<file path="src/hw/rtl/assert_macros.svh">
// ----------------------------------------------------------------------------
// assert_macros
// Assertion helpers shared by the RTL. Each macro expects clk and arst_n in scope.
// ----------------------------------------------------------------------------
`ifndef ASSERT_MACROS_SVH
`define ASSERT_MACROS_SVH

// Condition holds at every clock edge outside reset.
`define ASSERT_ALWAYS(name, expr, msg) \
	name: assert property (@(posedge clk) disable iff (!arst_n) (expr)) else $error(msg);

// Consequent holds in the same cycle as the antecedent.
`define ASSERT_IMPLIES(name, ante, cons, msg) \
	name: assert property (@(posedge clk) disable iff (!arst_n) (ante) |-> (cons)) \
		else $error(msg);

// Consequent holds in the cycle after the antecedent.
`define ASSERT_NEXT(name, ante, cons, msg) \
	name: assert property (@(posedge clk) disable iff (!arst_n) (ante) |=> (cons)) \
		else $error(msg);

`endif

</file>
<file path="src/hw/rtl/gtrm_pkg.sv">
`timescale 1ns / 1ps
// ----------------------------------------------------------------------------
// gtrm_pkg
// Shared field widths and request/result types of the tile rectangle mesher.
// ----------------------------------------------------------------------------
package gtrm_pkg;

	localparam int COL_BITS    = 3;
	localparam int ROW_BITS    = 3;
	localparam int TYPE_W      = 8;
	localparam int SIZE_BITS   = 4;
	localparam int RESULT_CAP  = 64;
	localparam int RES_CNT_W   = $clog2(RESULT_CAP + 1);

	typedef struct packed {
		logic                finish;
		logic [TYPE_W-1:0]   tile_type;
		logic [ROW_BITS-1:0] tile_row;
		logic [COL_BITS-1:0] tile_col;
	} tile_t;

	typedef struct packed {
		logic                 last_rect;
		logic                 none_found;
		logic [TYPE_W-1:0]    rect_type;
		logic [SIZE_BITS-1:0] rect_height;
		logic [SIZE_BITS-1:0] rect_width;
		logic [ROW_BITS-1:0]  rect_row;
		logic [COL_BITS-1:0]  rect_col;
	} rect_t;

endpackage

</file>
<file path="src/hw/rtl/gtrm_core.sv">
`timescale 1ns / 1ps
// ----------------------------------------------------------------------------
// gtrm_core
// Tile store with per-tile used flag in one single-port-read memory, plus the
// scan / grow / widen sequencer that turns a loaded grid into rectangles.
// ----------------------------------------------------------------------------
`include "assert_macros.svh"

module gtrm_core #(
	parameter int GRID_COLS = 8,
	parameter int GRID_ROWS = 8,
	parameter int TYPE_BITS = 8
) (
	input  logic                        clk,
	input  logic                        arst_n,
	input  logic [gtrm_pkg::TYPE_W-1:0] empty_type,
	input  logic                        in_valid,
	output logic                        in_ready,
	input  gtrm_pkg::tile_t             in_tile,
	output logic                        res_valid,
	input  logic                        res_ready,
	output gtrm_pkg::rect_t             res
);

	localparam int DEPTH  = GRID_COLS * GRID_ROWS;
	localparam int ADDR_W = (DEPTH > 1) ? $clog2(DEPTH) : 1;
	localparam int CCNT_W = $clog2(GRID_COLS + 1);
	localparam int RCNT_W = $clog2(GRID_ROWS + 1);
	localparam int WORD_W = TYPE_BITS + 1;

	typedef enum logic [11:0] {
		ST_CLEAR   = 12'b0000_0000_0001,
		ST_IDLE    = 12'b0000_0000_0010,
		ST_SCAN_RD = 12'b0000_0000_0100,
		ST_SCAN_EV = 12'b0000_0000_1000,
		ST_GROW_RD = 12'b0000_0001_0000,
		ST_GROW_EV = 12'b0000_0010_0000,
		ST_CHK_RD  = 12'b0000_0100_0000,
		ST_CHK_EV  = 12'b0000_1000_0000,
		ST_MARK    = 12'b0001_0000_0000,
		ST_FOUND   = 12'b0010_0000_0000,
		ST_EMIT    = 12'b0100_0000_0000,
		ST_LAST    = 12'b1000_0000_0000
	} state_t;

	function automatic logic [ADDR_W-1:0] addr_of(input logic [CCNT_W-1:0] c,
	                                               input logic [RCNT_W-1:0] r);
		return ADDR_W'(c) * ADDR_W'(GRID_ROWS) + ADDR_W'(r);
	endfunction

	state_t                      state_q;
	logic [ADDR_W-1:0]           clr_q;
	logic [CCNT_W-1:0]           b_q;
	logic [CCNT_W-1:0]           ex_q;
	logic [RCNT_W-1:0]           y_q;
	logic [RCNT_W-1:0]           ey_q;
	logic [RCNT_W-1:0]           y2_q;
	logic [TYPE_BITS-1:0]        t0_q;
	logic [gtrm_pkg::RES_CNT_W-1:0] cnt_q;
	logic                        pend_v_q;
	gtrm_pkg::rect_t             pend_q;

	// tile memory: bit TYPE_BITS is the used flag
	logic [WORD_W-1:0] mem [DEPTH];
	logic [WORD_W-1:0] rd_q;
	logic              mem_we;
	logic              mem_re;
	logic [ADDR_W-1:0] waddr;
	logic [ADDR_W-1:0] raddr;
	logic [WORD_W-1:0] wdata;

	logic                 rd_used;
	logic [TYPE_BITS-1:0] rd_type;
	logic [TYPE_BITS-1:0] empty_t;
	logic                 match;
	logic                 in_grid;
	logic                 load;

	logic [RCNT_W-1:0] next_row;
	logic              row_wrap;
	logic              col_last;
	logic              ex_last;
	logic              y2_end;
	logic              ey_end;
	state_t            adv_state;
	logic [CCNT_W-1:0] adv_b;
	logic [RCNT_W-1:0] adv_y;
	state_t            wid_state;
	gtrm_pkg::rect_t   cur_rect;
	gtrm_pkg::rect_t   none_rect;

	assign rd_used = rd_q[TYPE_BITS];
	assign rd_type = rd_q[TYPE_BITS-1:0];
	assign empty_t = TYPE_BITS'(empty_type);
	assign match   = !rd_used && (rd_type == t0_q);
	assign in_ready = (state_q == ST_IDLE);
	assign load     = in_valid && in_ready;
	assign in_grid  = (7'(in_tile.tile_col) < 7'(GRID_COLS))
		&& (7'(in_tile.tile_row) < 7'(GRID_ROWS));

	// scan-position advance, shared by skip and rectangle-done paths, plus grow/widen end tests
	always_comb begin
		next_row  = (state_q == ST_FOUND || state_q == ST_EMIT) ? ey_q : y_q + 1'b1;
		row_wrap  = (next_row == RCNT_W'(GRID_ROWS));
		col_last  = ((b_q + 1'b1) == CCNT_W'(GRID_COLS));
		ex_last   = ((ex_q + 1'b1) == CCNT_W'(GRID_COLS));
		y2_end    = ((y2_q + 1'b1) == ey_q);
		ey_end    = ((ey_q + 1'b1) == RCNT_W'(GRID_ROWS));
		adv_state = (row_wrap && col_last) ? ST_LAST : ST_SCAN_RD;
		adv_b     = row_wrap ? b_q + 1'b1 : b_q;
		adv_y     = row_wrap ? '0 : next_row;
		wid_state = col_last ? ST_FOUND : ST_CHK_RD;
	end

	always_comb begin
		cur_rect             = '0;
		cur_rect.rect_col    = gtrm_pkg::COL_BITS'(b_q);
		cur_rect.rect_row    = gtrm_pkg::ROW_BITS'(y_q);
		cur_rect.rect_width  = gtrm_pkg::SIZE_BITS'(ex_q - b_q);
		cur_rect.rect_height = gtrm_pkg::SIZE_BITS'(ey_q - y_q);
		cur_rect.rect_type   = gtrm_pkg::TYPE_W'(t0_q);
		none_rect            = '0;
		none_rect.none_found = 1'b1;
		none_rect.last_rect  = 1'b1;
	end

	always_comb begin
		res_valid = 1'b0;
		res       = pend_q;
		case (state_q)
			ST_EMIT: begin
				res_valid     = 1'b1;
				res.last_rect = 1'b0;
			end
			ST_LAST: begin
				res_valid = 1'b1;
				if (pend_v_q) begin
					res.last_rect = 1'b1;
				end else begin
					res = none_rect;
				end
			end
			default: begin
				res_valid = 1'b0;
			end
		endcase
	end

	// memory port control: reads and writes never share a cycle
	always_comb begin
		mem_we = 1'b0;
		waddr  = addr_of(b_q, y_q);
		wdata  = '0;
		mem_re = 1'b0;
		raddr  = addr_of(b_q, y_q);
		case (state_q)
			ST_CLEAR: begin
				mem_we = 1'b1;
				waddr  = clr_q;
			end
			ST_IDLE: begin
				mem_we = load && in_grid;
				waddr  = addr_of(CCNT_W'(in_tile.tile_col), RCNT_W'(in_tile.tile_row));
				wdata  = {1'b0, TYPE_BITS'(in_tile.tile_type)};
			end
			ST_SCAN_RD: begin
				mem_re = 1'b1;
			end
			ST_SCAN_EV: begin
				// scan has passed this tile: drop its used mark for the next pass
				mem_we = rd_used;
				wdata  = {1'b0, rd_type};
			end
			ST_GROW_RD: begin
				mem_re = 1'b1;
				raddr  = addr_of(b_q, ey_q);
			end
			ST_CHK_RD: begin
				mem_re = 1'b1;
				raddr  = addr_of(ex_q, y2_q);
			end
			ST_MARK: begin
				mem_we = 1'b1;
				waddr  = addr_of(ex_q, y2_q);
				wdata  = {1'b1, t0_q};
			end
			default: begin
				mem_we = 1'b0;
			end
		endcase
	end

	always_ff @(posedge clk) begin
		if (mem_we) begin
			mem[waddr] <= wdata;
		end
		if (mem_re) begin
			rd_q <= mem[raddr];
		end
	end

	always_ff @(posedge clk or negedge arst_n) begin
		if (!arst_n) begin
			state_q  <= ST_CLEAR;
			clr_q    <= '0;
			b_q      <= '0;
			y_q      <= '0;
			cnt_q    <= '0;
			pend_v_q <= 1'b0;
		end else begin
			case (state_q)
				ST_CLEAR: begin
					clr_q <= clr_q + 1'b1;
					if (clr_q == ADDR_W'(DEPTH - 1)) begin
						state_q <= ST_IDLE;
					end
				end
				ST_IDLE: begin
					if (load && in_tile.finish) begin
						b_q      <= '0;
						y_q      <= '0;
						cnt_q    <= '0;
						pend_v_q <= 1'b0;
						state_q  <= ST_SCAN_RD;
					end
				end
				ST_SCAN_RD: begin
					state_q <= ST_SCAN_EV;
				end
				ST_SCAN_EV: begin
					if (rd_used || rd_type == empty_t) begin
						b_q     <= adv_b;
						y_q     <= adv_y;
						state_q <= adv_state;
					end else begin
						t0_q <= rd_type;
						ey_q <= y_q + 1'b1;
						if (row_wrap) begin
							ex_q    <= b_q + 1'b1;
							y2_q    <= y_q;
							state_q <= wid_state;
						end else begin
							state_q <= ST_GROW_RD;
						end
					end
				end
				ST_GROW_RD: begin
					state_q <= ST_GROW_EV;
				end
				ST_GROW_EV: begin
					if (match && !ey_end) begin
						ey_q    <= ey_q + 1'b1;
						state_q <= ST_GROW_RD;
					end else begin
						if (match) begin
							ey_q <= ey_q + 1'b1;
						end
						ex_q    <= b_q + 1'b1;
						y2_q    <= y_q;
						state_q <= wid_state;
					end
				end
				ST_CHK_RD: begin
					state_q <= ST_CHK_EV;
				end
				ST_CHK_EV: begin
					if (!match) begin
						state_q <= ST_FOUND;
					end else if (y2_end) begin
						y2_q    <= y_q;
						state_q <= ST_MARK;
					end else begin
						y2_q    <= y2_q + 1'b1;
						state_q <= ST_CHK_RD;
					end
				end
				ST_MARK: begin
					if (y2_end) begin
						ex_q    <= ex_q + 1'b1;
						y2_q    <= y_q;
						state_q <= ex_last ? ST_FOUND : ST_CHK_RD;
					end else begin
						y2_q <= y2_q + 1'b1;
					end
				end
				ST_FOUND: begin
					if (cnt_q < gtrm_pkg::RES_CNT_W'(gtrm_pkg::RESULT_CAP)) begin
						cnt_q <= cnt_q + 1'b1;
						if (pend_v_q) begin
							state_q <= ST_EMIT;
						end else begin
							pend_q   <= cur_rect;
							pend_v_q <= 1'b1;
							b_q      <= adv_b;
							y_q      <= adv_y;
							state_q  <= adv_state;
						end
					end else begin
						// past the cap: region stays marked, nothing reported
						b_q     <= adv_b;
						y_q     <= adv_y;
						state_q <= adv_state;
					end
				end
				ST_EMIT: begin
					if (res_ready) begin
						pend_q  <= cur_rect;
						b_q     <= adv_b;
						y_q     <= adv_y;
						state_q <= adv_state;
					end
				end
				ST_LAST: begin
					if (res_ready) begin
						state_q <= ST_IDLE;
					end
				end
				default: begin
					state_q <= ST_IDLE;
				end
			endcase
		end
	end

	`ASSERT_ALWAYS(a_no_rw_same_cycle, !(mem_we && mem_re), "memory read and write collide")
	`ASSERT_IMPLIES(a_mark_right_of_start, state_q == ST_MARK, (ex_q > b_q) && (y2_q < ey_q), "mark outside widened span")
	`ASSERT_IMPLIES(a_emit_has_pending, state_q == ST_EMIT, pend_v_q, "emit without a pending rectangle")
	`ASSERT_ALWAYS(a_cnt_capped, cnt_q <= gtrm_pkg::RES_CNT_W'(gtrm_pkg::RESULT_CAP), "result count over cap")
	`ASSERT_NEXT(a_last_to_idle, state_q == ST_LAST && res_ready, state_q == ST_IDLE, "pass did not close")

endmodule

</file>
<file path="src/hw/rtl/greedy_tile_rect_mesher.sv">
`timescale 1ns / 1ps
// ----------------------------------------------------------------------------
// greedy_tile_rect_mesher
// Greedy 2-D rectangle mesher over a loaded tile grid.
// ----------------------------------------------------------------------------
// s_axis loads one tile per request (column, row, type); a request with tlast
// set stores its tile and then runs a meshing pass. m_axis returns one
// rectangle per merged region in column-major scan order, tlast on the last
// one; a pass with no non-empty tile returns one result with tuser set.
// cfg writes the empty tile type; write it only while the block is idle.
// A pass reads the tile memory in scan, grow and column-check steps, each a
// read state followed by an evaluate state, writes the used mark of every tile
// in each widened column and reports each rectangle from a found state.
// s_axis_tready stays low for the whole pass.
// After arst_n releases, a clearing sweep over all GRID_COLS*GRID_ROWS tile
// addresses initializes the tile memory with s_axis_tready low. m_axis has an
// output register; when it is full and m_axis_tready is low, the pass holds.
// ----------------------------------------------------------------------------
module greedy_tile_rect_mesher #(
	parameter int GRID_COLS = 8,
	parameter int GRID_ROWS = 8,
	parameter int TYPE_BITS = 8
) (
	input  logic        clk,
	input  logic        arst_n,
	input  logic        cfg_valid,
	output logic        cfg_ready,
	input  logic [7:0]  cfg_data,      // empty_type
	input  logic        s_axis_tvalid,
	output logic        s_axis_tready,
	input  logic [15:0] s_axis_tdata,  // tile_col[2:0], tile_row[5:3], tile_type[13:6], pad
	input  logic        s_axis_tlast,  // finish
	output logic        m_axis_tvalid,
	input  logic        m_axis_tready,
	output logic [23:0] m_axis_tdata,  // rect_col[2:0], rect_row[5:3], rect_width[9:6],
	                                   // rect_height[13:10], rect_type[21:14], pad
	output logic        m_axis_tuser,  // none_found
	output logic        m_axis_tlast   // last_rect
);

	logic [gtrm_pkg::TYPE_W-1:0] empty_q;
	gtrm_pkg::tile_t             tile;
	gtrm_pkg::rect_t             res;
	logic                        res_valid;
	logic                        res_ready;
	logic                        out_v_q;
	gtrm_pkg::rect_t             out_q;

	assign cfg_ready = 1'b1;

	always_ff @(posedge clk or negedge arst_n) begin
		if (!arst_n) begin
			empty_q <= '0;
		end else if (cfg_valid && cfg_ready) begin
			empty_q <= cfg_data;
		end
	end

	always_comb begin
		tile.tile_col  = s_axis_tdata[2:0];
		tile.tile_row  = s_axis_tdata[5:3];
		tile.tile_type = s_axis_tdata[13:6];
		tile.finish    = s_axis_tlast;
	end

	gtrm_core #(
		.GRID_COLS (GRID_COLS),
		.GRID_ROWS (GRID_ROWS),
		.TYPE_BITS (TYPE_BITS)
	) u_core (
		.clk        (clk),
		.arst_n     (arst_n),
		.empty_type (empty_q),
		.in_valid   (s_axis_tvalid),
		.in_ready   (s_axis_tready),
		.in_tile    (tile),
		.res_valid  (res_valid),
		.res_ready  (res_ready),
		.res        (res)
	);

	// output register: refill when empty or being drained
	assign res_ready = !out_v_q || m_axis_tready;

	always_ff @(posedge clk or negedge arst_n) begin
		if (!arst_n) begin
			out_v_q <= 1'b0;
		end else if (res_ready) begin
			out_v_q <= res_valid;
		end
	end

	always_ff @(posedge clk) begin
		if (res_ready && res_valid) begin
			out_q <= res;
		end
	end

	assign m_axis_tvalid = out_v_q;
	assign m_axis_tdata  = {2'b00, out_q.rect_type, out_q.rect_height, out_q.rect_width,
		out_q.rect_row, out_q.rect_col};
	assign m_axis_tuser  = out_q.none_found;
	assign m_axis_tlast  = out_q.last_rect;

endmodule

</file>
<file path="config.mk">
export PLATFORM = sky130hd
export DESIGN_NAME = greedy_tile_rect_mesher
export DESIGN_NICKNAME = d
export VERILOG_FILES = /design/src/hw/rtl/gtrm_pkg.sv /design/src/hw/rtl/gtrm_core.sv /design/src/hw/rtl/greedy_tile_rect_mesher.sv
export VERILOG_INCLUDE_DIRS = /design/src /design/src/hw/rtl
export SDC_FILE = /design/constraint.sdc
export NUM_CORES = 1
export LEC_CHECK = 0
export BUFFER_PORTS_ARGS = -buffer_cell sky130_fd_sc_hd__buf_2
export CORE_UTILIZATION = 35
export DETAILED_ROUTE_END_ITERATION = 7
export GPL_ROUTABILITY_DRIVEN = 1
export SYNTH_ARGS = -nofsm -noshare
export SYNTH_HDL_FRONTEND = slang
export SYNTH_HIERARCHICAL = 1
export SYNTH_SLANG_ARGS = --single-unit
</file>
<file path="constraint.sdc">
create_clock -name clk -period 5.45 [get_ports clk]
set_input_delay 0 -clock clk [delete_from_list [all_inputs] [get_ports clk]]
set_output_delay 0 -clock clk [all_outputs]
set_load 0.01 [all_outputs]
</file>
* Word-level counts from Yosys, hierarchy flattened
Memory sizes are Yosys's and may differ from the RTL's. A register that Yosys moved wholly into a read port is not among the register bits.
Cells that the tools add are included.
** Storage, ports and cells
- Input bits :: 30
- Memories :: 1
- Word-level logic and storage cells :: 171
- Output and inout port bits :: 29
- Bits in writable memories :: 576
- Flip-flop bits (word level) :: 111
** Cells by class
- Bitwise gates (word level) :: 1
- Reductions and logical operators :: 29
- Add/sub/neg operators :: 13
- Order comparisons :: 1
- Eq/ne operators :: 34
- Muxes and demuxes :: 66
** Memory list
- u_core.mem :: depth 64, bits a word 9, read ports 1, clocked after memory_dff 1, wr ports 1, line gtrm_core.sv:64 : logic [WORD_W-1:0] mem [DEPTH];
** Operator list (count)
- $mux W12 :: 12
- $pmux W12 S12 :: 1
- $mux W4 :: 24
- $mux W24 :: 3
- $pmux W24 S2 :: 1
- $pmux W4 S4 :: 3
- $mux W23 :: 2
- $pmux W9 S3 :: 1
- $add A4 B1 Y4 const B :: 5
- $mux W10 :: 2
- $add A6 B4 Y6 :: 3
- $pmux W6 S3 :: 1
- $eq A4 B4 Y1 const B :: 4
- $eq A8 B8 Y1 :: 2
- $reduce_and A5 Y1 :: 3
- $mux W7 :: 2
- $ne A2 B2 Y1 const B :: 7
- $pmux W7 S2 :: 1
- $eq A12 B1 Y1 const B :: 1
- $eq A12 B10 Y1 const B :: 1
- $eq A12 B11 Y1 const B :: 1
- $eq A12 B12 Y1 const B :: 1
- $eq A12 B2 Y1 const B :: 1
- $eq A12 B3 Y1 const B :: 1
- 35 further kinds :: 61

* Logic depth before layout (Yosys ltp)
Gate-level depths: netlist of run 1.
- Depth after elaboration :: 9
- Depth in mapped cells :: 14

* Hierarchy
The synthesis of run 1 kept the hierarchy.
** By module, submodules not included
- gtrm_core :: sequential area each 19680.1 um^2, area an instance 28148.2 um^2, instances 1, cells each 2196
- greedy_tile_rect_mesher :: sequential area each 945.9 um^2, area an instance 1126.1 um^2, instances 1, cells each 50

* Worst setup path after synthesis of run 1
No wires, ideal clock.
- Path type :: reg-to-reg
- Start point :: reg u_core.state_q[11]
- End point :: mem u_core/mem[0][2] (netlist name), data pin
- Period minus slack after synthesis :: 4232 ps
- Arrival time :: 3889 ps
- Slack :: 1218 ps
- Stages on the path, launching flop included :: 10
- Library setup time :: 343 ps
- Path buffers :: 3
- Cell sequence :: dfrtp_1 nor2_1 clkbuf_1 and3_1 nand4b_1 inv_1 clkbuf_1 clkbuf_1 a222oi_1 inv_1
** On the way
- Cells in the longest elaborated chain, start to end :: 2
- Elaborated cells on any way between the ends :: 4
- Those cells by class :: eq/ne (3); mux (1)
** RTL lines
- start, declared :: line gtrm_core.sv:51 : state_t state_q;
- start signal, assigned :: line gtrm_core.sv:234 : state_q <= adv_state;
- start signal, assigned :: line gtrm_core.sv:241 : state_q <= wid_state;
- start signal, assigned :: line gtrm_core.sv:260 : state_q <= wid_state;
- $eq A12 B9 Y1 (tied with other cells)
- $pmux W9 S3 * :: line gtrm_core.sv:156 : case (state_q)
- net u_core.wdata[2] :: line gtrm_core.sv:70 : logic [WORD_W-1:0] wdata;
- end, declared :: line gtrm_core.sv:64
The timed path passes the listed nets; every way through them passes the cells marked *.

* Final worst setup path of run 1
- Start point :: reg u_core.state_q[4]
- End point :: mem u_core/mem[4][6] (netlist name), enable pin
** On the way
- Cells in the longest elaborated chain, start to end :: 5
- Elaborated cells on any way between the ends :: 10
- Those cells by class :: eq/ne (4); mux (4); reduce/logical (2)
** RTL lines
- $eq A12 B1 Y1 (tied with other cells) :: line gtrm_core.sv:156
- $reduce_or A2 Y1 (no line) / $logic_and A1 B1 Y1 (equally long branches)
- $pmux W1 S3 :: line gtrm_core.sv:156
- $mux W1 :: line gtrm_core.sv:194 : if (mem_we) begin
- $mux W1 (not written as such) :: line gtrm_core.sv:195 : mem[waddr] <= wdata;
Parallel ways exist; a longest one is shown, timed or not.

==> summary.md, run 1 <==
| Metric | Value |
|---|---|
| Average instance area after synthesis | `13.0 sq um` |
| CTS tree | `yes` |
| Drt initial violations | `2,029` |
| Clk_skew | `~0.021 ns` |
| Startpoint of the worst setup timing path | `u_core/state_q[4]` |
| Number of buffers created by CTS | `70` |
| Starting Density | `0.355` |
| Number of remaining DRC errors | `0` |
| HPWL Detailed | `49,000 um` |
| Commonest cells after routing, fill and taps aside | `sky130_fd_sc_hd__edfxtp_1, sky130_fd_sc_hd__nand2_1, sky130_fd_sc_hd__nand3_1` |
| Worst EP arrival | `4.86 ns` |
| Endpoints failing setup | `0` |
| Floorplan core area | `0.0824 sq mm` |
| Number of antenna repair diodes | `0` |
| ANT nets after route | `0` |
| Number of instances in the synthesized netlist | `2,246` |
| Clock period minus final worst setup slack | `4.62 ns` |
| Cells taking the most area after synthesis | `sky130_fd_sc_hd__edfxtp_1, sky130_fd_sc_hd__nand2_1, sky130_fd_sc_hd__dfrtp_1` |
| Wire length of the first global-routing pass | `115,000 um` |
| Largest vdd supply drop | `0.000271 V` |
| Number of optimization iterations in the first detailed-route pass | `8` |
| Vert. Die Dim | `about 290 um` |
| Number of synthesized flops with an enable pin | `651` |
| Max-cap viol count | `0` |
| GR met1 Demand/Resource | `0.239` |
| Tot GR Track Use | `0.178` |
| Global route overflow | `0` |
| Outcome | `complete, no violations` |
| Clock Latency Late Sink | `about 0.62 ns` |
| Crit-path slowest cell | `sky130_fd_sc_hd__nor2_1` |
| Number of endpoints with negative hold slack in the final report | `0` |
| Count of cells along the worst register-to-register path | `8` |
| Met3 usage in global routing | `0.0283` |
| Final cell area excluding filler cells | `0.0334 sq mm` |
| Max incr delay on CP | `0.81 ns` |
| CP max FO | `15` |
| Number of buffers inserted by port buffering | `53` |
| CP Capture Type | `register` |
| Max Slew Vio Count | `0` |
| Reg clk slew, reported paths | `approximately 0.06 ns` |
| Max-slew headroom | `0.248` |
| Hold crit path type | `input pin to register` |
| Actual slew at the worst max-slew pin | `1.13 ns` |
| Routing layer with the top usage in global route | `met2` |
| Most common cell after layout, fill and taps aside | `sky130_fd_sc_hd__edfxtp_1` |
| Vias per Instance | `~5.5` |
| Post-CTS Resized | `0` |
| Top FF cell, synth | `sky130_fd_sc_hd__edfxtp_1` |
| Register cell area after layout | `0.0206 sq mm` |
| Number of inserted filler cells in the final layout | `7,485` |
| Post-synthesis register bit count | `between 600 and 700` |
| Worst reg-to-reg setup slack | `0.83 ns` |
| Root buffer selected by CTS | `sky130_fd_sc_hd__clkbuf_16` |
| Setup repair after global routing missed its margin | `no` |
| Maximum number of pins on one net before global-route repair | `107` |
| Fraction of post-synthesis cell area in the top cell type by area | `0.668` |
| Leakage power | `12.0 nW` |
| Cells traversed along the worst timing path | `or4_1 -> nor4_1 -> and2_1 -> a22oi_1 -> a31oi_1 -> nor2b_1 -> nand2_1 -> nor2_1` |
| Number of antenna violations at the first check in global routing | `0` |
| Final weighted congestion in routability-driven placement | `0.940` |
| Vias post-DR | `18.9k` |
| Sequential cell area fraction in the yosys report | `0.705` |
| Ratio of total power to cell area | `437 mW/mm^2` |
| Combined area of the multi-input logic cells | `~0.0080 sq mm` |
| Die X-Extent | `291 um` |
| Syn-to-layout area delta | `14.1%` |
| Average routed wire per standard cell | `approximately 22 um` |
| Vias in the first global route | `~19k` |
| GR met2 Demand/Resource | `0.290` |
| Unique cell type count in the Yosys netlist | `70` |
| Post-Syn Area | `0.0293 sq mm` |
| Total number of yosys warnings | `6` |
| Maximum clock path buffer count | `3` |
| Standard cell area after detailed placement | `0.0310 sq mm` |
| Total Negative Setup Slacks | `0 ns` |
| Origin of the critical flop-to-flop path | `u_core/state_q[4]` |
| Final wirelength | `76,500 um` |
| WP data required | `5.69 ns` |
| Post-synthesis async set-or-reset flop share | `0.0620` |
| Nets | `2,378` |
| Worst setup path endpoint | `u_core/mem[4][6]` |
| Share of cells above drive strength 1 | `0.107` |
| Final period util | `0.847` |
| Number of levels in the clock H-tree | `3` |
| Die Area | `0.0848 sq mm` |
| Type of the setup path with the least slack | `register to register` |
| Number of ports placed on the die boundary | `59` |
| Cell type with the highest aggregate area in the netlist | `sky130_fd_sc_hd__edfxtp_1` |
| Maximum frequency from static timing analysis | `217 MHz` |
| Count of standard-cell rows | `105` |
| Total setup buffers inserted after CTS | `0` |
| Number of clock sinks | `694` |
| Startpoint kind of the worst setup timing path | `register` |
| FF-to-FF End | `u_core/mem[4][6]` |
state kept, by name (all words and copies together), names as in the netlist:
name	cells
u_core/state_q	12
u_core/ey_q	4
u_core/mem	576
m_axis_tvalid	1
u_core/ex_q	4
u_core/b_q	4
m_axis_tuser	1
empty_q	8
u_core/rd_q	9
u_core/pend_v_q	1
m_axis_tlast	1
u_core/clr_q	6
u_core/y2_q	4
u_core/t0_q	8
u_core/cnt_q	7
u_core/pend_q	22
u_core/y_q	4
m_axis_tdata	22
worst max-delay path: cells and delay by family, from the launching register on:
family / cells / cell delay [ns]
flip-flops: 1 / 0.55
AO/OA/AOI/OAI: 2 / 0.69
AND/OR/NAND/NOR: 6 / 2.99
what timing repair did:
item	4_1_cts	5_1_grt
endpoints found under the setup margin	0	0
hold buffers	21	0
endpoints found under the hold margin	55	0
how the worst min path moves through the flow:
stage / endpoint / slack, ns / depth (start not counted) / start
floorplan: empty_q[0] / -0.30 / 0 / arst_n
global placement: m_axis_tvalid / -0.005 / 1 / arst_n
detailed placement: m_axis_tvalid / 0.006 / 1 / arst_n
CTS: u_core/state_q[1] / 0.04 / 5 / s_axis_tlast
global route: u_core/state_q[1] / 0.07 / 5 / s_axis_tlast
finish: u_core/state_q[1] / 0.07 / 5 / s_axis_tlast
Yosys cell counts (3+ instances only):
library cell / count
sky130_fd_sc_hd__a2111oi_0: 4
sky130_fd_sc_hd__a21o_1: 3
sky130_fd_sc_hd__a21oi_1: 18
sky130_fd_sc_hd__a222oi_1: 10
sky130_fd_sc_hd__a22o_1: 4
sky130_fd_sc_hd__a22oi_1: 4
sky130_fd_sc_hd__a311oi_1: 16
sky130_fd_sc_hd__a31oi_1: 24
sky130_fd_sc_hd__a32oi_1: 36
sky130_fd_sc_hd__a41o_1: 3
sky130_fd_sc_hd__a41oi_1: 10
sky130_fd_sc_hd__and2_1: 9
sky130_fd_sc_hd__and3_1: 28
sky130_fd_sc_hd__buf_1: 8
sky130_fd_sc_hd__buf_2: 29
sky130_fd_sc_hd__buf_4: 13
sky130_fd_sc_hd__clkbuf_1: 79
sky130_fd_sc_hd__dfrtp_1: 42
sky130_fd_sc_hd__edfxtp_1: 651
sky130_fd_sc_hd__ha_1: 20
sky130_fd_sc_hd__inv_1: 36
sky130_fd_sc_hd__mux2_2: 4
sky130_fd_sc_hd__mux2_4: 8
sky130_fd_sc_hd__mux2i_1: 79
sky130_fd_sc_hd__nand2_1: 510
sky130_fd_sc_hd__nand2b_1: 10
sky130_fd_sc_hd__nand3_1: 179
sky130_fd_sc_hd__nand4_1: 76
sky130_fd_sc_hd__nand4b_1: 3
sky130_fd_sc_hd__nor2_1: 112
sky130_fd_sc_hd__nor2b_1: 32
sky130_fd_sc_hd__nor3_1: 9
sky130_fd_sc_hd__nor3b_1: 3
sky130_fd_sc_hd__nor4_1: 8
sky130_fd_sc_hd__nor4_4: 4
sky130_fd_sc_hd__nor4b_1: 4
sky130_fd_sc_hd__o211ai_1: 11
sky130_fd_sc_hd__o21a_1: 10
sky130_fd_sc_hd__o21ai_0: 25
sky130_fd_sc_hd__o22a_1: 10
sky130_fd_sc_hd__o31ai_1: 4
sky130_fd_sc_hd__or2_2: 7
sky130_fd_sc_hd__or4_1: 7
sky130_fd_sc_hd__xnor2_1: 32
sky130_fd_sc_hd__xor2_1: 16
cell families after synthesis:
logic type / synth area share
flops: 0.705
buf+inv: 0.0248
fa+ha+maj: 0.00992
xor+xnor: 0.0144
simple gates: 0.159
mux: 0.0327
compound gates: 0.0542
other cells: 0.000257
routing by layer:
layer | up-vias | part of all wire
li1 | 8508 | -
met1 | 9402 | 0.41
met2 | 846 | 0.48
met3 | 164 | 0.075
met4 | 0 | 0.035
met5 | - | 0
area by class of cell:
| class | instances | share of cell area |
|---|---|---|
| Clock inverter | 31 | 0.00779 |
| Timing Repair Buffer | 138 | 0.0327 |
| Tap cell | 1070 | 0.0401 |
| Multi-Input combinational cell | 1386 | 0.239 |
| Sequential cell | 694 | 0.618 |
| Inverter | 36 | 0.00405 |
| Clock buffer | 97 | 0.0590 |
where the power goes:
part           total (mW)  leakage, nW  internal, mW  switching (mW)
clock network        4.69         1.09          2.72            1.97
registers            6.58         6.67          6.47           0.114
logic                3.32         4.21         0.911            2.41
metrics by stage:
step                instances  power (mW)  worst slack, ns   util  hold slack [ns]
finish                   3452        14.6            0.832  0.405           0.0683
global route             3452        15.1            0.640  0.405           0.0723
CTS                      3452        14.7            0.898  0.405           0.0360
detailed placement       3303        9.96            0.926  0.376          0.00597
global placement         3303        9.88            0.994  0.376         -0.00526
floorplan                2247        8.65             1.22      -           -0.296
Power figures use the tool's default switching activity.
==> run 2: changes to the inputs <==
==> constraint.sdc (replaced) <==
create_clock -name clk -period 4.4 [get_ports clk]
set_input_delay 0 -clock clk [delete_from_list [all_inputs] [get_ports clk]]
set_output_delay 0 -clock clk [all_outputs]
set_load 0.01 [all_outputs]
==> summary.md, run 2 (synthesis results as in run 1) <==
| Metric | Value |
|---|---|
| Outcome | `complete, no violations` |
| Hold path start | `s_axis_tlast` |
| Share of cells above drive strength 1 | `0.138 (+0.0306)` |
| Die X-Extent | `291 um (unchanged)` |
| Global route overflow | `0 (unchanged)` |
| Floorplan core area | `0.0824 sq mm (unchanged)` |
| Reg clk slew, reported paths | `0.06 ns (about the same)` |
| Number of antenna violations at the first check in global routing | `1 (+1)` |
| Number of buffers inserted by port buffering | `53 (unchanged)` |
| Drt initial violations | `2,113 (+4.1%)` |
| Flip-flop count of the largest register after layout | `576 (unchanged)` |
| Proportion of power drawn by flip-flops and latches | `0.440 (-0.011)` |
| Ratio of total power to cell area | `544 mW/mm^2 (+24%)` |
| Syn-to-layout area delta | `16.4%` |
| Root buffer selected by CTS | `sky130_fd_sc_hd__clkbuf_16` |
| Part of the total power dissipated in combinational logic | `0.226 (-0.002)` |
| Final wirelength | `78,200 um (+2.2%)` |
| Number of antenna repair diodes | `0 (unchanged)` |
| Nets | `2,450 (+3.0%)` |
| CP max FO | `25 (+10)` |
| WP data required | `4.74 ns (-0.95 ns)` |
| Number of buffers created by CTS | `73 (+4.3%)` |
| Actual slew at the worst max-slew pin | `1.01 ns (-0.116 ns)` |
| Die Area | `0.0848 sq mm (unchanged)` |
| Max Slew Vio Count | `0 (unchanged)` |
| Average routed wire per standard cell | `22.2 um (about the same)` |
| Worst reg-to-reg setup slack | `0.30 ns (-0.53 ns)` |
| Clk_skew | `0.0203 ns (-0.000290 ns)` |
| Cell depth of the worst hold path | `6 (+1)` |
| CTS tree | `yes` |
| Endpoints failing setup | `0 (unchanged)` |
| Max incr delay on CP | `0.60 ns (-0.21 ns)` |
| Starting Density | `0.355 (unchanged)` |
| ANT nets after route | `0 (unchanged)` |
| Number of endpoints with negative hold slack in the final report | `0 (unchanged)` |
| Layout Cells excl Fill | `3,526 (+2.1%)` |
| Number of clock sinks | `694 (unchanged)` |
| Final period util | `0.932 (+0.0849)` |
| Startpoint kind of the worst setup timing path | `register` |
| Number of cells on the critical path | `9 (+1)` |
| Largest vdd supply drop | `0.000305 V (+13%)` |
| Total setup buffers inserted after CTS | `0 (unchanged)` |
| Most common cell after layout, fill and taps aside | `sky130_fd_sc_hd__edfxtp_1` |
| Internal power summed over all cells | `12.8 mW (+27%)` |
| FF-to-FF End | `u_core/rd_q[4]` |
| Net switching fraction of the power | `0.307 (-0.000454)` |
| Kind of cell adding the most delay to the critical path | `compound AO/OA/AOI/OAI gates` |
| Commonest cells after routing, fill and taps aside | `sky130_fd_sc_hd__edfxtp_1, sky130_fd_sc_hd__nand2_1, sky130_fd_sc_hd__nand3_1` |
| Worst slack after detailed placement | `0.299 ns (-0.627 ns)` |
| Routing layer with the top usage in global route | `met2` |
| Sw Pwr | `5.70 mW (+27%)` |
| Number of optimization iterations in the first detailed-route pass | `7 (-1)` |
| Post-Place Cells | `3,375 (+2.2%)` |
| Number of remaining DRC errors | `0 (unchanged)` |
| Count of buffering cells on the critical path with inverters included | `1 (+1)` |
| Count of standard-cell rows | `105 (unchanged)` |
| Register bank with the most flops | `u_core/mem` |
| Vert. Die Dim | `291 um (unchanged)` |
| Clock Latency Late Sink | `0.61 ns (about the same)` |
| Count of cells along the worst register-to-register path | `9 (+1)` |
| Maximum clock path buffer count | `3 (unchanged)` |
| Vias in the first global route | `18.6k (+0.47%)` |
| Tot GR Track Use | `0.183 (+0.00436)` |
| GR met1 Demand/Resource | `0.246 (+0.00676)` |
| Clock period minus final worst setup slack | `4.10 ns (-0.516 ns)` |
| Maximum frequency from static timing analysis | `244 MHz (+13%)` |
| Hold crit path type | `input pin to register` |
| Leakage power | `12.4 nW (+3.7%)` |
| Final core utilization | `0.414 (+0.00820)` |
| Vias post-DR | `18.9k (+0.12%)` |
| Share of total power in the clock network | `0.334 (+0.013)` |
| Type of the setup path with the least slack | `register to register` |
| Number of ports placed on the die boundary | `59 (unchanged)` |
| CP Capture Type | `register` |
| Max-slew headroom | `0.326 (+0.0780)` |
| Crit-path slowest cell | `sky130_fd_sc_hd__nor4_4` |
| Startpoint of the worst setup timing path | `u_core/state_q[1]` |
| Wire length of the first global-routing pass | `117,000 um (+2.2%)` |
| Met3 usage in global routing | `0.0292 (+0.000916)` |
| GR met2 Demand/Resource | `0.304 (+0.0134)` |
| Cells traversed along the worst timing path | `nor4_4 -> nand4_1 -> a22o_2 -> nor2_2 -> buf_4 -> nand3_1 -> a32oi_1 -> o211ai_1 -> o22a_1` |
| Final WS setup | `0.298 ns (-0.534 ns)` |
| Worst EP arrival | `4.44 ns (-0.42 ns)` |
| Number of levels in the clock H-tree | `3 (unchanged)` |
| Max-cap viol count | `0 (unchanged)` |
| Final weighted congestion in routability-driven placement | `0.935 (-0.49%)` |
| Origin of the critical flop-to-flop path | `u_core/state_q[1]` |
| Worst setup path endpoint | `u_core/rd_q[4]` |
| Maximum number of pins on one net before global-route repair | `80 (-25%)` |
| Worst Hold Margin | `0.0628 ns (-0.00553 ns)` |
| HPWL Detailed | `50,900 um (+3.9%)` |
| Vias per Instance | `5.37 (-2.0%)` |
| Total Negative Setup Slacks | `0 ns (unchanged)` |
| Setup repair after global routing missed its margin | `no` |
run 2: cell count changes in the layout (fill, tap and decap cells not counted), moves of 3 or more:
cell,delta
sky130_fd_sc_hd__buf_4,+72
sky130_fd_sc_hd__clkbuf_1,-4
sky130_fd_sc_hd__bufinv_16,+4
sky130_fd_sc_hd__inv_6,+3
sky130_fd_sc_hd__dlygate4sd3_1,-3
run 2: tightest hold or removal path: stages:
cell and delay, ns:
sky130_fd_sc_hd__buf_2 0.10, sky130_fd_sc_hd__nand2_1 0.10, sky130_fd_sc_hd__o2bb2ai_1 0.16, sky130_fd_sc_hd__a2111oi_0 0.10, sky130_fd_sc_hd__nand2_1 0.11, sky130_fd_sc_hd__nor2_1 0.06
run 2: final cells by class:
class,count,area [sq um]
inverters,36,135
clock buffers,93,1950
clock inverters,40,439
flip-flops and latches,694,20600
fillers,7449,48300
well taps,1070,1340
repair buffers,207,1600
multi-input cells,1386,7970
run 2: stage by stage:
stage / area, sq um / power, mW
5_1_grt: 34100 / 19.2
2_1_floorplan: 29300 / 10.7
3_5_place_dp: 31500 / 12.4
6_report: 34100 / 18.5
3_3_place_gp: 31500 / 12.4
4_1_cts: 34100 / 18.6
run 2: routing by layer:
layer | vias up | wire [um]
met5 | - | 0
met1 | 9426 | 33200
met2 | 750 | 37800
met3 | 119 | 5030
met4 | 0 | 2100
li1 | 8647 | -
run 2: worst min path at each step:
stage,to,slack (ns)
after floorplan,empty_q[0],-0.30
after global placement,empty_q[2],0.23
after detailed placement,empty_q[2],0.23
after CTS,u_core/state_q[9],0.03
after global routing,u_core/state_q[1],0.09
final,u_core/state_q[9],0.06
run 2: timing repair:
item,CTS,global route
hold endpoints to repair,58,0
hold buffers,18,0
resized for setup,0,1
endpoints found under the setup margin,0,1
run 2: power groups by stage:
stage	Sequential, mW	Clock (mW)	Combinational (mW)
after CTS	8.15	6.30	4.18
after global placement	8.29	0	4.07
after detailed placement	8.29	0	4.15
after floorplan	8.24	0	2.48
final	8.16	6.19	4.19
after global routing	8.17	6.53	4.51
==> run 3: changes to the inputs <==
--- a/config.mk
+++ b/config.mk
@@ -7,10 +7,10 @@
 export NUM_CORES = 1
 export LEC_CHECK = 0
 export BUFFER_PORTS_ARGS = -buffer_cell sky130_fd_sc_hd__buf_2
+export CORE_MARGIN = 10
 export CORE_UTILIZATION = 35
 export DETAILED_ROUTE_END_ITERATION = 7
 export GPL_ROUTABILITY_DRIVEN = 1
 export SYNTH_ARGS = -nofsm -noshare
 export SYNTH_HDL_FRONTEND = slang
-export SYNTH_HIERARCHICAL = 1
 export SYNTH_SLANG_ARGS = --single-unit
==> summary.md, run 3 <==
| Metric | Value |
|---|---|
| Flip-flop count of the largest register after layout | `576 (unchanged)` |
| Maximum clock path buffer count | `3 (unchanged)` |
| Vert. Die Dim | `309 um (+6.2%)` |
| Kind of cell adding the most delay to the critical path | `compound AO/OA/AOI/OAI gates` |
| Die X-Extent | `309 um (+6.2%)` |
| Reg clk slew, reported paths | `0.06 ns (about the same)` |
| Most common cell in the synthesized netlist | `sky130_fd_sc_hd__edfxtp_1` |
| Outcome | `complete, no violations` |
| Register cell area after layout | `0.0206 sq mm (unchanged)` |
| Total Negative Setup Slacks | `0 ns (unchanged)` |
| Cell type with the highest aggregate area in the netlist | `sky130_fd_sc_hd__edfxtp_1` |
| Starting Density | `0.355 (-0.000687)` |
| Drt initial violations | `2,137 (+1.1%)` |
| CP max FO | `79 (+220%)` |
| Ratio of total power to cell area | `488 mW/mm^2 (-10%)` |
| Worst EP arrival | `4.57 ns (+0.13 ns)` |
| Tot GR Track Use | `0.158 (-0.0246)` |
| Overall Power | `16.6 mW (-10%)` |
| ANT nets after route | `0 (unchanged)` |
| Number of endpoints with negative hold slack in the final report | `0 (unchanged)` |
| Sequential cell area fraction in the yosys report | `0.705 (about the same)` |
| Unique cell type count in the Yosys netlist | `73 (+4.3%)` |
| Vias post-DR | `19.5k (+2.9%)` |
| Number of buffers created by CTS | `72 (-1.4%)` |
| Number of antenna violations at the first check in global routing | `1 (unchanged)` |
| Number of buffers inserted by port buffering | `53 (unchanged)` |
| Metal1 wirelength | `32,900 um (-1.1%)` |
| HPWL Detailed | `49,400 um (-3.0%)` |
| Number of ports placed on the die boundary | `59 (unchanged)` |
| Max Slew Vio Count | `0 (unchanged)` |
| Endpoints failing setup | `0 (unchanged)` |
| Startpoint of the worst setup timing path | `u_core.state_q[9]` |
| Post-Syn Area | `0.0293 sq mm (about the same)` |
| Global route overflow | `0 (unchanged)` |
| Maximum frequency from static timing analysis | `245 MHz (+0.49%)` |
| Number of remaining DRC errors | `0 (unchanged)` |
| Synth top cells by count | `sky130_fd_sc_hd__edfxtp_1, sky130_fd_sc_hd__nand2_1, sky130_fd_sc_hd__nand3_1` |
| Max-slew headroom | `0.344 (+0.0182)` |
| Max incr delay on CP | `0.79 ns (+0.19 ns)` |
| Number of instances in the synthesized netlist | `2,330 (+3.7%)` |
| Clock period minus final worst setup slack | `4.08 ns (-0.0201 ns)` |
| Crit-path slowest cell | `sky130_fd_sc_hd__a211oi_4` |
| Number of optimization iterations in the first detailed-route pass | `7 (unchanged)` |
| Count of buffering cells on the critical path with inverters included | `1 (unchanged)` |
| Number of clock sinks | `694 (unchanged)` |
| Syn-to-layout area delta | `16.4% (about the same)` |
| WP data required | `4.89 ns (+0.15 ns)` |
| Floorplan core area | `0.0825 sq mm (+0.16%)` |
| Die Area | `0.0956 sq mm (+13%)` |
| Hold crit path type | `input pin to asynchronous set/reset pin` |
| Leakage power | `12.2 nW (-1.6%)` |
| Top FF cell, synth | `sky130_fd_sc_hd__edfxtp_1` |
| Largest vdd supply drop | `0.000259 V (-15%)` |
| Wire length of the first global-routing pass | `117,000 um (-0.49%)` |
| Most common cell after layout, fill and taps aside | `sky130_fd_sc_hd__edfxtp_1` |
| Number of synthesized flops with an enable pin | `651 (unchanged)` |
| Combined area of the multi-input logic cells | `0.00792 sq mm (-0.58%)` |
| Type of the setup path with the least slack | `register to register` |
| Routed length on met2 | `35,900 um (-5.0%)` |
| Post-synthesis async set-or-reset flop share | `0.0620 (unchanged)` |
| Clock Latency Late Sink | `0.62 ns (about the same)` |
| Share of cells above drive strength 1 | `0.133 (-0.00503)` |
| Number of inserted filler cells in the final layout | `7,566 (+1.6%)` |
| Average instance area after synthesis | `12.6 sq um (-3.6%)` |
| Post-CTS Resized | `0 (unchanged)` |
| Clk_skew | `0.0158 ns (-0.00455 ns)` |
| Number of levels in the clock H-tree | `3 (unchanged)` |
| Origin of the critical flop-to-flop path | `u_core.state_q[9]` |
| CP Capture Type | `register` |
| Cells traversed along the worst timing path | `nor4_2 -> a41oi_1 -> a211oi_4 -> buf_12 -> nand2_1 -> and3_1 -> a311oi_1 -> a211oi_1 -> nor4_1 -> a211o_1` |
| Nets | `2,529 (+3.2%)` |
| Setup repair after global routing missed its margin | `no` |
| Final core utilization | `0.413 (-0.000870)` |
| Cells taking the most area after synthesis | `sky130_fd_sc_hd__edfxtp_1, sky130_fd_sc_hd__nand2_1, sky130_fd_sc_hd__dfrtp_1` |
| Actual slew at the worst max-slew pin | `0.980 ns (-0.0305 ns)` |
| Total number of yosys warnings | `0 (-6)` |
| Detail Route met3 WL | `6050 um (+20%)` |
| Maximum number of pins on one net before global-route repair | `80 (unchanged)` |
| Commonest cells after routing, fill and taps aside | `sky130_fd_sc_hd__edfxtp_1, sky130_fd_sc_hd__nand2_1, sky130_fd_sc_hd__nand3_1` |
| Uppermost metal layer occupied by signal nets | `met5` |
| CTS tree | `yes` |
| Vias in the first global route | `19.3k (+3.2%)` |
| Final weighted congestion in routability-driven placement | `0.883 (-5.6%)` |
| Vias per Instance | `5.41 (+0.66%)` |
| Final period util | `0.928 (-0.00456)` |
| Register bank with the most flops | `u_core.mem` |
| Root buffer selected by CTS | `sky130_fd_sc_hd__clkbuf_16` |
| Max-cap viol count | `0 (unchanged)` |
| Count of standard-cell rows | `105 (unchanged)` |
| Average routed wire per standard cell | `21.3 um (-4.0%)` |
| Fraction of post-synthesis cell area in the top cell type by area | `0.668 (about the same)` |
| Post-synthesis register bit count | `694 (unchanged)` |
| Final wirelength | `76,800 um (-1.8%)` |
| Startpoint kind of the worst setup timing path | `register` |
## run 3: final timing paths
kind,depth (start not counted),slack (ns),endpoint
min in group clk,4,0.09,u_core.mem[0][1]
worst max register to register,10,0.32,u_core.rd_q[5]
worst max-delay path,10,0.32,u_core.rd_q[5]
max in group asynchronous,3,3.03,empty_q[3]
worst min register to register,0,0.50,u_core.pend_q[15]
worst min-delay path,3,0.07,u_core.y_q[2]
## run 3: what timing repair did
item / 4_1_cts / 5_1_grt
hold endpoints to repair: 60 / 0
hold buffers: 22 / 0
setup buffers: 0 / 0
setup endpoints to repair: 0 / 1
## run 3: routing by layer
layer / track usage / vias up
met5: 0 / -
met4: 0.0463 / 2
met3: 0.0337 / 126
met2: 0.253 / 752
met1: 0.215 / 9738
li1: - / 8876
## run 3: layout make-up
class / count / area share
sequential: 694 / 0.606
clock buffer: 98 / 0.0597
antenna: 1 / 0.0000735
timing repair buffer: 208 / 0.0502
clock inverter: 32 / 0.00856
tap: 1070 / 0.0393
inverter: 33 / 0.00364
multi-input combinational: 1469 / 0.233
## run 3: worst reg2reg max path: cells and delay by family (launching register included)
family | cells | cell delay (ns)
buffers and inverters | 1 | 0.39
and+or+nand+nor | 4 | 1.40
DFF | 1 | 0.47
AOI/OAI and AO/OA | 5 | 1.71
## run 3: power by group
part / switching, mW / internal, mW
clock: 2.48 / 3.53
sequential: 0.0981 / 7.86
combinational: 1.91 / 0.717
total: 4.50 / 12.1
## run 3: cell families after synthesis
logic type	synth area share
xor+xnor	0.0138
simple gates	0.166
buf+inv	0.0267
mux	0.00770
fa+ha+maj	0.00949
compound gates	0.0709
flops	0.705
other cells	0.000257
## run 3: per-stage QoR
stage | cell area [sq um] | instances | worst slack, ns | hold WS (ns)
after floorplan | 29300 | 2331 | 0.410 | -0.296
after global placement | 31500 | 3452 | 0.367 | 0.00970
after detailed placement | 31500 | 3452 | 0.324 | 0.0131
after CTS | 34000 | 3604 | 0.293 | 0.0488
after global routing | 34000 | 3604 | 0.0533 | 0.118
final | 34100 | 3605 | 0.318 | 0.0671
